===== src/rtl/ibt_pkg.sv =====
`timescale 1ns / 1ps
// ----------------------------------------------------------------------------
// ibt_pkg
// Shared types and constants of the IoU greedy box tracker.
// ----------------------------------------------------------------------------
package ibt_pkg;

    localparam int IDENT_W  = 16;
    localparam int MISSED_W = 9;
    localparam int IOU_W    = 17;
    localparam int LIMIT_W  = 8;
    localparam int LIVE_W   = 5;
    localparam int KIND_W   = 2;
    localparam int OP_W     = 2;

    localparam logic [MISSED_W-1:0] MISSED_MAX   = 9'd511;
    localparam logic [IDENT_W-1:0]  IDENT_FIRST  = 16'd1;
    localparam logic [IDENT_W-1:0]  IDENT_LAST   = 16'hFFFF;
    localparam logic [IOU_W-1:0]    THRESH_RESET = 17'd32768;
    localparam logic [LIMIT_W-1:0]  LIMIT_RESET  = 8'd3;

    localparam logic [OP_W-1:0] OP_FRAME_START = 2'd0;
    localparam logic [OP_W-1:0] OP_DETECT      = 2'd1;
    localparam logic [OP_W-1:0] OP_FRAME_END   = 2'd2;
    localparam logic [OP_W-1:0] OP_CLEAR       = 2'd3;

    localparam logic [KIND_W-1:0] KIND_ACK     = 2'd0;
    localparam logic [KIND_W-1:0] KIND_ASSIGN  = 2'd1;
    localparam logic [KIND_W-1:0] KIND_EXPIRED = 2'd2;
    localparam logic [KIND_W-1:0] KIND_DONE    = 2'd3;

    localparam logic REG_THRESHOLD  = 1'b0;
    localparam logic REG_MISS_LIMIT = 1'b1;

    // Broadcast control from the sequencer to every cell
    typedef struct packed {
        logic                shift;
        logic                age;
        logic                clr_all;
        logic                clr_cand;
        logic                wr;
        logic                wr_new;
        logic [IDENT_W-1:0]  wr_ident;
    } ibt_ctrl_t;

endpackage


===== src/rtl/ibt_iou.sv =====
`timescale 1ns / 1ps
// ----------------------------------------------------------------------------
// ibt_iou
// Multi-cycle IoU unit: geometry, area products, then a restoring divider.
// ----------------------------------------------------------------------------
module ibt_iou
    import ibt_pkg::*;
#(
    parameter int COORD_BITS = 16
)
(
    input  logic                    clk,
    input  logic                    rst_n,
    input  logic                    start,
    input  logic [4*COORD_BITS-1:0] box_a,
    input  logic [4*COORD_BITS-1:0] box_b,
    output logic                    done,
    output logic [IOU_W-1:0]        value
);

    localparam int CB = COORD_BITS;
    localparam int PW = 2 * CB;
    localparam int UW = PW + 1;
    localparam int RW = PW + 2;
    localparam int QB = IOU_W;
    localparam int CNT_W = $clog2(QB);

    localparam logic [1:0] P_IDLE = 2'd0;
    localparam logic [1:0] P_MUL  = 2'd1;
    localparam logic [1:0] P_UNI  = 2'd2;
    localparam logic [1:0] P_DIV  = 2'd3;

    logic [1:0]       phase_reg;
    logic             done_reg;
    logic [CNT_W-1:0] cnt_reg;
    logic             deg_reg;
    logic [CB-1:0]    iw_reg, ih_reg, wa_reg, ha_reg, wb_reg, hb_reg;
    logic [PW-1:0]    inter_reg, aa_reg, ab_reg;
    logic [UW-1:0]    uni_reg;
    logic [RW-1:0]    rem_reg;
    logic [QB-1:0]    nb_reg;
    logic [QB-1:0]    q_reg;

    logic [CB-1:0] al, at, ar, ab, bl, bt, br, bb;
    logic [CB-1:0] minr, maxl, minb, maxt;
    logic          deg;
    logic [RW-1:0] r2;
    logic          ge;

    always_comb
    begin
        al = box_a[CB-1:0];
        at = box_a[2*CB-1:CB];
        ar = box_a[3*CB-1:2*CB];
        ab = box_a[4*CB-1:3*CB];
        bl = box_b[CB-1:0];
        bt = box_b[2*CB-1:CB];
        br = box_b[3*CB-1:2*CB];
        bb = box_b[4*CB-1:3*CB];
        minr = (ar < br) ? ar : br;
        maxl = (al > bl) ? al : bl;
        minb = (ab < bb) ? ab : bb;
        maxt = (at > bt) ? at : bt;
        deg  = (ar <= al) || (ab <= at) || (br <= bl) || (bb <= bt);
        r2   = {rem_reg[RW-2:0], nb_reg[QB-1]};
        ge   = (r2 >= RW'(uni_reg));
    end

    always_ff @(posedge clk or negedge rst_n)
    begin
        if (!rst_n)
        begin
            phase_reg <= P_IDLE;
            done_reg  <= 1'b0;
            cnt_reg   <= '0;
        end
        else
        begin
            done_reg <= 1'b0;
            case (phase_reg)
                P_IDLE:
                begin
                    if (start)
                        phase_reg <= P_MUL;
                end
                P_MUL:
                begin
                    if (deg_reg)
                    begin
                        done_reg  <= 1'b1;
                        phase_reg <= P_IDLE;
                    end
                    else
                    begin
                        phase_reg <= P_UNI;
                    end
                end
                P_UNI:
                begin
                    cnt_reg   <= '0;
                    phase_reg <= P_DIV;
                end
                P_DIV:
                begin
                    cnt_reg <= cnt_reg + 1'b1;
                    if (cnt_reg == CNT_W'(QB - 1))
                    begin
                        done_reg  <= 1'b1;
                        phase_reg <= P_IDLE;
                    end
                end
                default:
                begin
                    phase_reg <= P_IDLE;
                end
            endcase
        end
    end

    always_ff @(posedge clk)
    begin
        case (phase_reg)
            P_IDLE:
            begin
                deg_reg <= deg;
                iw_reg  <= (minr > maxl) ? (minr - maxl) : '0;
                ih_reg  <= (minb > maxt) ? (minb - maxt) : '0;
                wa_reg  <= ar - al;
                ha_reg  <= ab - at;
                wb_reg  <= br - bl;
                hb_reg  <= bb - bt;
            end
            P_MUL:
            begin
                inter_reg <= iw_reg * ih_reg;
                aa_reg    <= wa_reg * ha_reg;
                ab_reg    <= wb_reg * hb_reg;
                q_reg     <= '0;
            end
            P_UNI:
            begin
                uni_reg <= UW'(aa_reg) + UW'(ab_reg) - UW'(inter_reg);
                // quotient fits 17 bits: start from inter / 2 and feed inter[0]
                rem_reg <= RW'(inter_reg >> 1);
                nb_reg  <= {inter_reg[0], {(QB-1){1'b0}}};
            end
            P_DIV:
            begin
                rem_reg <= ge ? (r2 - RW'(uni_reg)) : r2;
                nb_reg  <= {nb_reg[QB-2:0], 1'b0};
                q_reg   <= {q_reg[QB-2:0], ge};
            end
            default:
            begin
                q_reg <= q_reg;
            end
        endcase
    end

    assign done  = done_reg;
    assign value = q_reg;

endmodule

===== config.mk =====
export PLATFORM = sky130hd
export DESIGN_NAME = ibt_iou
export DESIGN_NICKNAME = d
export VERILOG_FILES = /design/src/rtl/ibt_pkg.sv /design/src/rtl/ibt_iou.sv
export SDC_FILE = /design/constraint.sdc
export NUM_CORES = 2
export LEC_CHECK = 0
export BUFFER_PORTS_ARGS = -buffer_cell sky130_fd_sc_hd__buf_2
export CAP_MARGIN = 10
export CELL_PAD_IN_SITES_DETAIL_PLACEMENT = 0
export CELL_PAD_IN_SITES_GLOBAL_PLACEMENT = 1
export CORE_UTILIZATION = 55
export CTS_CLUSTER_DIAMETER = 40
export DETAILED_ROUTE_END_ITERATION = 6
export PLACE_DENSITY_LB_ADDON = 0.1
export SKIP_LAST_GASP = 1
export SLEW_MARGIN = 5
export SYNTH_ARGS = -nofsm -noshare
export SYNTH_HDL_FRONTEND = slang
export SYNTH_SLANG_ARGS = --single-unit

===== constraint.sdc =====
create_clock -name clk -period 14.15 [get_ports clk]
set_input_delay 2.83 -clock clk [delete_from_list [all_inputs] [get_ports clk]]
set_output_delay 2.83 -clock clk [all_outputs]
set_load 0.02 [all_outputs]

==> results.sh <==
export IMPL_die_h_um=291.0
export IMPL_yosysUniqueCellTypes=90
export IMPL_area_growth_pct=6.638
export IMPL_maxSlewHeadroom_pct=22.83
export IMPL_grt_pass1_vias=34260
export IMPL_async_flop_share_pct=2.807
export IMPL_fin_nets=6249
export IMPL_drc=0
export IMPL_post_cts_buffers=0
export IMPL_cts_tree="yes"
export IMPL_clock_fmax_mhz=135.1
export IMPL_wire_per_inst_um=20.78
export IMPL_finalSetupTns_ps=0
export IMPL_die_x_um=291.0
export IMPL_grt_max_degree=78
export IMPL_hold_depth=1
export IMPL_postRouteAntennaNets=0
export IMPL_num_vias=33770
export IMPL_yosysWarnings=0
export IMPL_timing_rr_start="ha_reg[7]"
export IMPL_worst_pin_slew_ps=1143
export IMPL_endpoint="iw_reg[9]"
export IMPL_min_period_ps=7404
export IMPL_ys_seq_area_share_pct=18.54
export IMPL_ys_seq_elements=285
export IMPL_via_per_inst=5.569
export IMPL_hold_buffers=0
export IMPL_worstRegToRegCells=22
export IMPL_reg2reg_to="aa_reg[31]"
export IMPL_period_share_pct=52.33
export IMPL_use_met1_pct=41.98
export IMPL_io_buffer_count=148
export IMPL_rsz0062_at_grt="false"
export IMPL_clock_skew_ps=45.94
export IMPL_cp_end_kind="flip-flop"
export IMPL_numCtsBuffers=43
export IMPL_dr_pass1_iters=7
export IMPL_netlist_instances=4895
export IMPL_syn_num_nets=6185
export IMPL_synthFlopType="edfxtp_1"
export IMPL_post_cts_resize_count=0
export IMPL_status="completed"
export IMPL_use_met3_pct=5.192
export IMPL_use_met2_pct=47.21
export IMPL_globalplace_congestion=0.9483
export IMPL_rows=105
export IMPL_clk_pin_slew_worst_paths_ps=50
export IMPL_coreArea_um2=82370
export IMPL_worst_path_max_fanout=17
export IMPL_clk_latency_ps=610
export IMPL_path_class="primary input to flip-flop"
export IMPL_syn_area_per_cell_um2=9.385
export IMPL_synth_edf_count=277
export IMPL_reg2reg_slack_ps=6980
export IMPL_antenna_found_initial=7
export IMPL_critPathLaunchType="primary input"
export IMPL_drt_iter0_drc=2069
export IMPL_critPathRequiredTime_ps=14570
export IMPL_track_usage_pct=30.16
export IMPL_grt_pass1_wl_mm=196.7
export IMPL_clk_path_buf_depth=3
export IMPL_hold_viol_final=0
export IMPL_root_buffer="clkbuf_16"
export IMPL_hpwlAfterDp_mm=102.7
export IMPL_crit_arrival_ps=7830
export IMPL_setup_viol=0
export IMPL_drt_total_wl_mm=126.0
export IMPL_cts_sinks=285
export IMPL_synth_area_um2=45940
export IMPL_ios=149
export IMPL_grt_busiest_layer="met2"
export IMPL_slew_viol_final=0
export IMPL_grt_overflow_total=0
export IMPL_max_cap_viol_count=0
export IMPL_layout_commonest_cell="inv_1"
export IMPL_initial_core_util_pct=55.77
export IMPL_htreeDepth=2
export IMPL_final_cell_mix="973 x inv_1, 621 x fa_1, 540 x nand2_1"
export IMPL_drive_gt1_share_pct=5.868
export IMPL_startpoint="box_b[33]"
export IMPL_die_area_um2=84680
export IMPL_hold_path_class="flip-flop to flip-flop"
-- cells by family (layout without fill, tap and decap cells) --
family	count (synthesis)	count (layout)	synth area share, %
xor+xnor	211	211	4.023
mux	94	94	2.130
flops	285	285	18.54
simple gates	1351	1351	14.54
compound gates	681	681	9.833
other cells	0	2	0
fa+ha+maj	1159	1159	41.72
buf+inv	1114	1212	9.214
-- synthesized netlist by cell type, types with 10 or more instances --
library cell / instances / area [µm²]
a21boi_0: 10 / 75.07
clkbuf_1: 129 / 484.2
ha_1: 538 / 6731
and2_1: 381 / 2384
edfxtp_1: 277 / 8318
mux2_2: 16 / 180.2
o21ai_1: 51 / 255.2
nand2_1: 541 / 2031
nand4_1: 41 / 256.5
o21bai_1: 27 / 202.7
or3_1: 13 / 81.33
nor2_1: 138 / 518.0
nor3_1: 44 / 220.2
a211oi_1: 18 / 135.1
nand3_1: 55 / 275.3
fa_1: 621 / 12430
o211ai_1: 18 / 135.1
nor2b_1: 40 / 250.2
xnor2_1: 140 / 1226
o21a_1: 39 / 292.8
nand2b_1: 28 / 175.2
a21oi_1: 194 / 970.9
and3_1: 33 / 206.5
and4_1: 11 / 96.34
o21ai_0: 91 / 455.4
a31oi_1: 18 / 112.6
mux2_1: 14 / 157.7
mux2i_1: 64 / 640.6
xor2_1: 71 / 621.9
a21o_1: 111 / 833.3
inv_1: 973 / 3652
-- worst max-delay path, stage by stage --
cell and delay (ps):
buf_2 120, inv_1 110, ha_1 240, a21o_1 170, a21o_1 180, a21o_1 180, a211oi_1 220, o21bai_1 100
a21oi_1 180, o31a_1 800, mux2i_1 200, ha_1 260, fa_1 460, nor2b_1 230, o21a_1 170, o21ai_1 90
a21oi_1 210, a41o_1 250, o21ai_1 80, nand3_1 80, nand2_1 300, a211oi_1 340
-- metrics by stage --
step                      std cells  area [µm²]  worst slack, ps  hold slack [ps]  util (%)
after global placement         5984       47560             6293            516.5     57.74
after detailed placement       5984       47560             6224            540.1     57.74
after floorplan                4895       45940             7229            457.9         -
after global routing           6065       48990             6472            564.2     59.47
after CTS                      6063       48980             6829            547.5     59.46
final                          6065       48990             6746            535.9     59.47
-- per-layer routing --
| metal | up-vias | wire, µm |
|---|---|---|
| met5 | - | 22 |
| met3 | 207 | 8776 |
| li1 | 15880 | - |
| met1 | 16630 | 55750 |
| met4 | 4 | 5190 |
| met2 | 1059 | 56260 |
-- how the worst min path moves through the flow --
stage,start,endpoint,slack (ps)
final,cnt_reg[3],cnt_reg[3],540
after global placement,cnt_reg[3],cnt_reg[3],520
after detailed placement,cnt_reg[3],cnt_reg[3],540
after CTS,cnt_reg[3],cnt_reg[3],550
after floorplan,deg_reg,done,460
after global routing,cnt_reg[3],cnt_reg[3],560
-- cell type report --
cell class              count  area [µm²]
fillers                  7274       33390
multi-input cells        3496       33220
flip-flops and latches    285        8519
inverters                 973        3652
well taps                1070        1339
clock buffers              47        1091
repair buffers            160       830.8
clock inverters            32       329.1
diodes                      2       5.005
Power is left out: the tool's default activity adds up to more than one toggle a clock period on the data nets, which glitch-free logic cannot reach.
